==> src/design/srf_pkg.sv <==
// Shared types and constants for the short-range force and Verlet update block.
package srf_pkg;

  localparam int unsigned CFG_W     = 31;
  localparam int unsigned CFG_IDX_W = 3;
  localparam int unsigned DIV_CNT_W = 7;

  localparam logic [CFG_IDX_W-1:0] REG_CUTOFF = 3'd0;
  localparam logic [CFG_IDX_W-1:0] REG_MIN_R  = 3'd1;
  localparam logic [CFG_IDX_W-1:0] REG_MASS   = 3'd2;
  localparam logic [CFG_IDX_W-1:0] REG_DT     = 3'd3;
  localparam logic [CFG_IDX_W-1:0] REG_BOX    = 3'd4;

  localparam logic [CFG_W-1:0] RST_CUTOFF = 31'd167772;
  localparam logic [CFG_W-1:0] RST_MIN_R  = 31'd1678;
  localparam logic [CFG_W-1:0] RST_MASS   = 31'd167772;
  localparam logic [CFG_W-1:0] RST_DT     = 31'd8389;
  localparam logic [CFG_W-1:0] RST_BOX    = 31'd16777216;

  localparam logic [63:0] MAX63 = 64'h7FFF_FFFF_FFFF_FFFF;

  typedef struct packed {
    logic signed [31:0] pos_x;
    logic signed [31:0] pos_y;
    logic signed [31:0] vel_x;
    logic signed [31:0] vel_y;
    logic signed [31:0] nbr_x;
    logic signed [31:0] nbr_y;
    logic               nbr_valid;
    logic               last_item;
  } srf_in_t;

  typedef struct packed {
    logic signed [31:0] new_x;
    logic signed [31:0] new_y;
    logic signed [31:0] new_vx;
    logic signed [31:0] new_vy;
  } srf_out_t;

  typedef struct packed {
    logic                 start;
    logic [63:0]          num;
    logic [62:0]          den;
    logic [DIV_CNT_W-1:0] sft;
  } srf_div_req_t;

  typedef struct packed {
    logic        done;
    logic [63:0] quo;
  } srf_div_rsp_t;

  typedef enum logic [4:0] {
    S_IDLE, S_DIFF, S_CHK, S_SQX, S_SQY, S_CUT, S_MINS, S_SQRT,
    S_DQ, S_WQ, S_DB, S_WB, S_DC, S_WC,
    S_FXL, S_FXH, S_FXS, S_FYL, S_FYH, S_FYS, S_NEND,
    S_IAL, S_IAH, S_IAS, S_IP, S_IPS, S_OUT
  } srf_state_t;

endpackage

==> src/design/srf_div.sv <==
// Bit-serial restoring divider: floor((num * 2^sft) / den), saturated to 2^63 - 1.
module srf_div import srf_pkg::*; (
  input  logic         clk,
  input  logic         rst_n,
  input  srf_div_req_t req,
  output srf_div_rsp_t rsp
);

  logic                 busy_r, busy_nxt;
  logic                 done_r, done_nxt;
  logic                 ovf_r, ovf_nxt;
  logic [DIV_CNT_W-1:0] cnt_r, cnt_nxt;
  logic [63:0]          num_r, num_nxt;
  logic [63:0]          rem_r, rem_nxt;
  logic [63:0]          quo_r, quo_nxt;
  logic [62:0]          den_r, den_nxt;
  logic [63:0]          trial;
  logic [64:0]          diff;

  always_comb begin
    trial    = {rem_r[62:0], num_r[63]};
    diff     = {1'b0, trial} - {2'b00, den_r};
    busy_nxt = busy_r;
    done_nxt = 1'b0;
    ovf_nxt  = ovf_r;
    cnt_nxt  = cnt_r;
    num_nxt  = num_r;
    rem_nxt  = rem_r;
    quo_nxt  = quo_r;
    den_nxt  = den_r;
    if (req.start) begin
      busy_nxt = 1'b1;
      cnt_nxt  = 7'd64 + req.sft;
      num_nxt  = req.num;
      den_nxt  = req.den;
      rem_nxt  = '0;
      quo_nxt  = '0;
      ovf_nxt  = 1'b0;
    end else if (busy_r) begin
      // The remainder stays below the divisor, so one bit always fits.
      num_nxt = {num_r[62:0], 1'b0};
      rem_nxt = diff[64] ? trial : diff[63:0];
      quo_nxt = {quo_r[62:0], ~diff[64]};
      ovf_nxt = ovf_r | quo_r[63];
      cnt_nxt = cnt_r - 7'd1;
      if (cnt_r == 7'd1) begin
        busy_nxt = 1'b0;
        done_nxt = 1'b1;
      end
    end
  end

  always_ff @(posedge clk) begin
    if (!rst_n) begin
      busy_r <= 1'b0;
      done_r <= 1'b0;
    end else begin
      busy_r <= busy_nxt;
      done_r <= done_nxt;
    end
    ovf_r <= ovf_nxt;
    cnt_r <= cnt_nxt;
    num_r <= num_nxt;
    rem_r <= rem_nxt;
    quo_r <= quo_nxt;
    den_r <= den_nxt;
  end

  assign rsp.done = done_r;
  assign rsp.quo  = (ovf_r || quo_r[63]) ? MAX63 : quo_r;

endmodule
==> config.mk <==
export PLATFORM = sky130hd
export DESIGN_NAME = srf_div
export DESIGN_NICKNAME = d
export VERILOG_FILES = /design/src/design/srf_pkg.sv /design/src/design/srf_div.sv
export SDC_FILE = /design/constraint.sdc
export NUM_CORES = 1
export LEC_CHECK = 0
export CAP_MARGIN = 5
export CORE_ASPECT_RATIO = 1.75
export CORE_MARGIN = 5
export CORE_UTILIZATION = 60
export DETAILED_ROUTE_END_ITERATION = 6
export DONT_BUFFER_PORTS = 1
export HOLD_SLACK_MARGIN = 0.03
export MAX_ROUTING_LAYER = met4
export PLACE_DENSITY = 0.76
export SLEW_MARGIN = 20
export SYNTH_ARGS = -nofsm -noshare
export SYNTH_HDL_FRONTEND = slang
export SYNTH_SLANG_ARGS = --single-unit
==> constraint.sdc <==
create_clock -name clk -period 4.02 [get_ports clk]
set_clock_uncertainty 0.1 [all_clocks]
set_input_delay 0.201 -clock clk [delete_from_list [all_inputs] [get_ports clk]]
set_output_delay 0.201 -clock clk [all_outputs]
set_load 0.02 [all_outputs]
==> flow_metrics.env <==
export IMPL_status="finished clean"
export IMPL_path_clk_slew_ns=0.07
export IMPL_antenna_found_initial=4
export IMPL_start_kind="flop"
export IMPL_topRoutingLayerUsed="met4"
export IMPL_synth_cell_type_count=66
export IMPL_ant_nets=0
export IMPL_placed_area_um2=14500
export IMPL_die_area_um2=27200
export IMPL_place_ws_ns=0.491
export IMPL_synth_top_area_share_pct=28.1
export IMPL_wl_per_cell_um=21.4
export IMPL_hold_class="in2reg"
export IMPL_yosys_area_top_type="edfxtp_1"
export IMPL_die_w_um=127
export IMPL_drt_iter0_drc=912
export IMPL_drt_met1_wl_um=14000
export IMPL_numPortBuffers=0
export IMPL_reg2reg_slack_ns=0.10
export IMPL_power_per_cell_area_nw_per_um2=395
export IMPL_yosys_area_share_adder_pct=5.81
export IMPL_min_to="rem_r[45]$_SDFFE_PP0P_"
export IMPL_grt_pass1_vias=12600
export IMPL_r2r_cells=13
export IMPL_hpwl_um=26000
export IMPL_crit_chain="inv_1 > ha_1 > a21o_1 > a21oi_1 > a211oi_1 > o21ai_1 > a21oi_1 > o21ai_1 > a21oi_2 > o21a_1 > o31a_1 > nor3_2 > dlygate4sd3_1"
export IMPL_htreeDepth=1
export IMPL_route_detailed_drc=0
export IMPL_n_fill_cell=1637
export IMPL_endpoint_kind="flop"
export IMPL_finalHoldViolations=0
export IMPL_grt_util_all_layers_pct=31.0
export IMPL_synth_nets=1680
export IMPL_vias=12200
export IMPL_ys_warnings_count=0
export IMPL_wl_met3_um=2040
export IMPL_synth_top_family_by_area="compound AO/OA/AOI/OAI gates"
export IMPL_cts_tree="built"
export IMPL_critPathRequiredTime_ns=4.41
export IMPL_p_leak_nw=7.61
export IMPL_numCtsBuffers=25
export IMPL_layout_commonest_cell="dlygate4sd3_1"
export IMPL_hold_depth=2
export IMPL_synthXorXnorAreaFrac_pct=3.91
export IMPL_final_cell_mix="dlygate4sd3_1 (212), nor2_1 (163), edfxtp_1 (134)"
export IMPL_postSynthAreaPerCell_um2=9.71
export IMPL_synth_compound_area_share_pct=15.8
export IMPL_grt_max_degree=172
export IMPL_clock_path_buffers=3
export IMPL_critPathMaxFanout=6
export IMPL_firstDrtPassIters=6
export IMPL_start_util_pct=60.4
export IMPL_synth_edf_count=134
export IMPL_synth_area_leaders="edfxtp_1 (28%), dfxtp_1 (18%), ha_1 (5.7%), mux2_2 (5.0%), mux2i_1 (4.7%)"
export IMPL_power_mw=6.99
export IMPL_cp_slowest_cell="dlygate4sd3_1"
export IMPL_drt_total_wl_um=42400
export IMPL_period_minus_slack_ns=3.92
export IMPL_clock_fmax_mhz=255
export IMPL_cts_num_sinks=264
export IMPL_crit_reg2reg_launch="den_r[3]$_DFFE_PP_"
export IMPL_core_area_um2=23700
export IMPL_setup_worst_path_class="reg2reg"
export IMPL_fin_area_um2=17700
export IMPL_drv_slew=0
export IMPL_setup_ws_ns=0.104
export IMPL_slew_headroom_pct=39.3
export IMPL_synthSimpleGateAreaFrac_pct=13.7
export IMPL_regToRegEndpoint="rem_r[53]$_SDFFE_PP0P_"
export IMPL_tightest_slew_ns=0.911
export IMPL_cap_violations=0
export IMPL_grt_setup_unrepaired="false"
export IMPL_cp_slowest_stage_delay_ns=0.56
export IMPL_cp_data_arrival_time_ns=4.31
export IMPL_ir_drop_mv=0.465
export IMPL_syn_cell_area_um2=14300
export IMPL_setup_viol=0
export IMPL_grt_pass1_wl_um=65700
export IMPL_clk_latency_ns=0.55
export IMPL_wl_met2_um=23500
export IMPL_period_share_pct=97.4
export IMPL_drive_gt1_share_pct=8.91
export IMPL_synthMuxAreaShare_pct=9.77
export IMPL_ys_seq_area_share_pct=46.2
export IMPL_setup_tns_ns=0
export IMPL_gp_congestion=1.02
export IMPL_ys_flop_type="edfxtp_1"
export IMPL_netlist_instances=1477
export IMPL_syn2layout_area_growth_pct=23.2
export IMPL_io_pins=202
export IMPL_viasPerCell=6.15
export IMPL_clock_root_buffer="clkbuf_16"
export IMPL_ys_ff_latch=264
export IMPL_fin_nets=1857
export IMPL_rows=75
export IMPL_hp_start="req[134]"
export IMPL_postSynth_asyncResetShare_pct=0
export IMPL_die_h_um=215
export IMPL_globalRouteOverflowTotal=0
area by class of cell:
class | count | area (um^2) | area share, %
multi-input cells | 1038 | 7070 | 40.0
flip-flops and latches | 264 | 6630 | 37.5
repair buffers | 240 | 2400 | 13.6
clock buffers | 36 | 741 | 4.19
well taps | 308 | 385 | 2.18
inverters | 85 | 319 | 1.81
clock inverters | 10 | 111 | 0.630
diodes | 4 | 10.0 | 0.0566
synthesized netlist by cell type, drive strengths merged (7+ instances only):
cell / n
nor2: 163
edfxtp: 134
dfxtp: 130
a21oi: 113
nand2: 109
inv: 84
mux2i: 68
or3: 67
o21ai: 66
ha: 65
clkbuf: 64
mux2: 64
a211oi: 43
a21o: 35
xnor2: 35
xor2: 29
buf: 26
nand4: 25
o211ai: 15
o21a: 14
o21bai: 14
nor3: 12
a32oi: 9
nor2b: 9
a31oi: 8
and2: 8
nand3: 7
how the worst max path moves through the flow:
stage / from / endpoint / slack, ns / depth (start not counted)
final: den_r[3]$_DFFE_PP_ / rem_r[53]$_SDFFE_PP0P_ / 0.10 / 13
after global routing: num_r[63]$_DFFE_PP_ / rem_r[48]$_SDFFE_PP0P_ / 0.005 / 15
after CTS: num_r[63]$_DFFE_PP_ / rem_r[26]$_SDFFE_PP0P_ / 0.02 / 15
after detailed placement: num_r[63]$_DFFE_PP_ / rem_r[17]$_SDFFE_PP0P_ / 0.49 / 14
after global placement: num_r[63]$_DFFE_PP_ / rem_r[18]$_SDFFE_PP0P_ / 0.63 / 14
after floorplan: num_r[63]$_DFFE_PP_ / rem_r[35]$_SDFFE_PP0P_ / 0.83 / 14
cells by family (layout without fill, tap and decap cells):
kind of cell,Yosys count,count (layout)
simple gates,422,422
mux,132,132
buf+inv,175,371
other cells,1,5
fa+ha+maj,66,66
xor+xnor,64,64
compound gates,353,353
flops,264,264
metrics by stage:
step / hold slack, ns / std cells / util [%]
6_report: 0.100 / 1985 / 74.4
3_3_place_gp: 0.200 / 1713 / 61.1
4_1_cts: 0.0449 / 1972 / 73.8
2_1_floorplan: 0.200 / 1477 / -
3_5_place_dp: 0.193 / 1713 / 61.1
5_1_grt: 0.0779 / 1985 / 74.4
metal layers:
metal | global-route usage (%) | up-vias
met2 | 58.3 | 534
li1 | - | 5667
met3 | 3.59 | 209
met5 | - | -
met4 | 17.6 | 0
met1 | 29.9 | 5794
report_power, final:
part | internal [mW] | leakage (nW) | switching [mW]
combinational | 0.585 | 4.81 | 0.766
clock | 1.42 | 0.413 | 1.09
sequential | 3.03 | 2.39 | 0.0985
total | 5.04 | 7.61 | 1.95
state kept, by name, summed over array words and instances, names as in the netlist:
register	flops
num_r	64
quo_r	64
den_r	63
rem_r	63
cnt_r	7
busy_r	1
done_r	1
ovf_r	1
critical path, delay by kind of cell, from the launching register on:
| kind | cells | cell delay [ns] |
|---|---|---|
| buffers and inverters | 2 | 0.64 |
| AOI/OAI and AO/OA | 9 | 2.33 |
| adders and majority gates | 1 | 0.29 |
| and+or+nand+nor | 1 | 0.14 |
| DFF | 1 | 0.36 |
timing repair:
action	4_1_cts	5_1_grt
hold buffers	213	0
endpoints found under the hold margin	308	0
buffers inserted	0	8
setup endpoints to repair	0	34
gates resized for setup	0	14
Power figures use the tool's default switching activity.
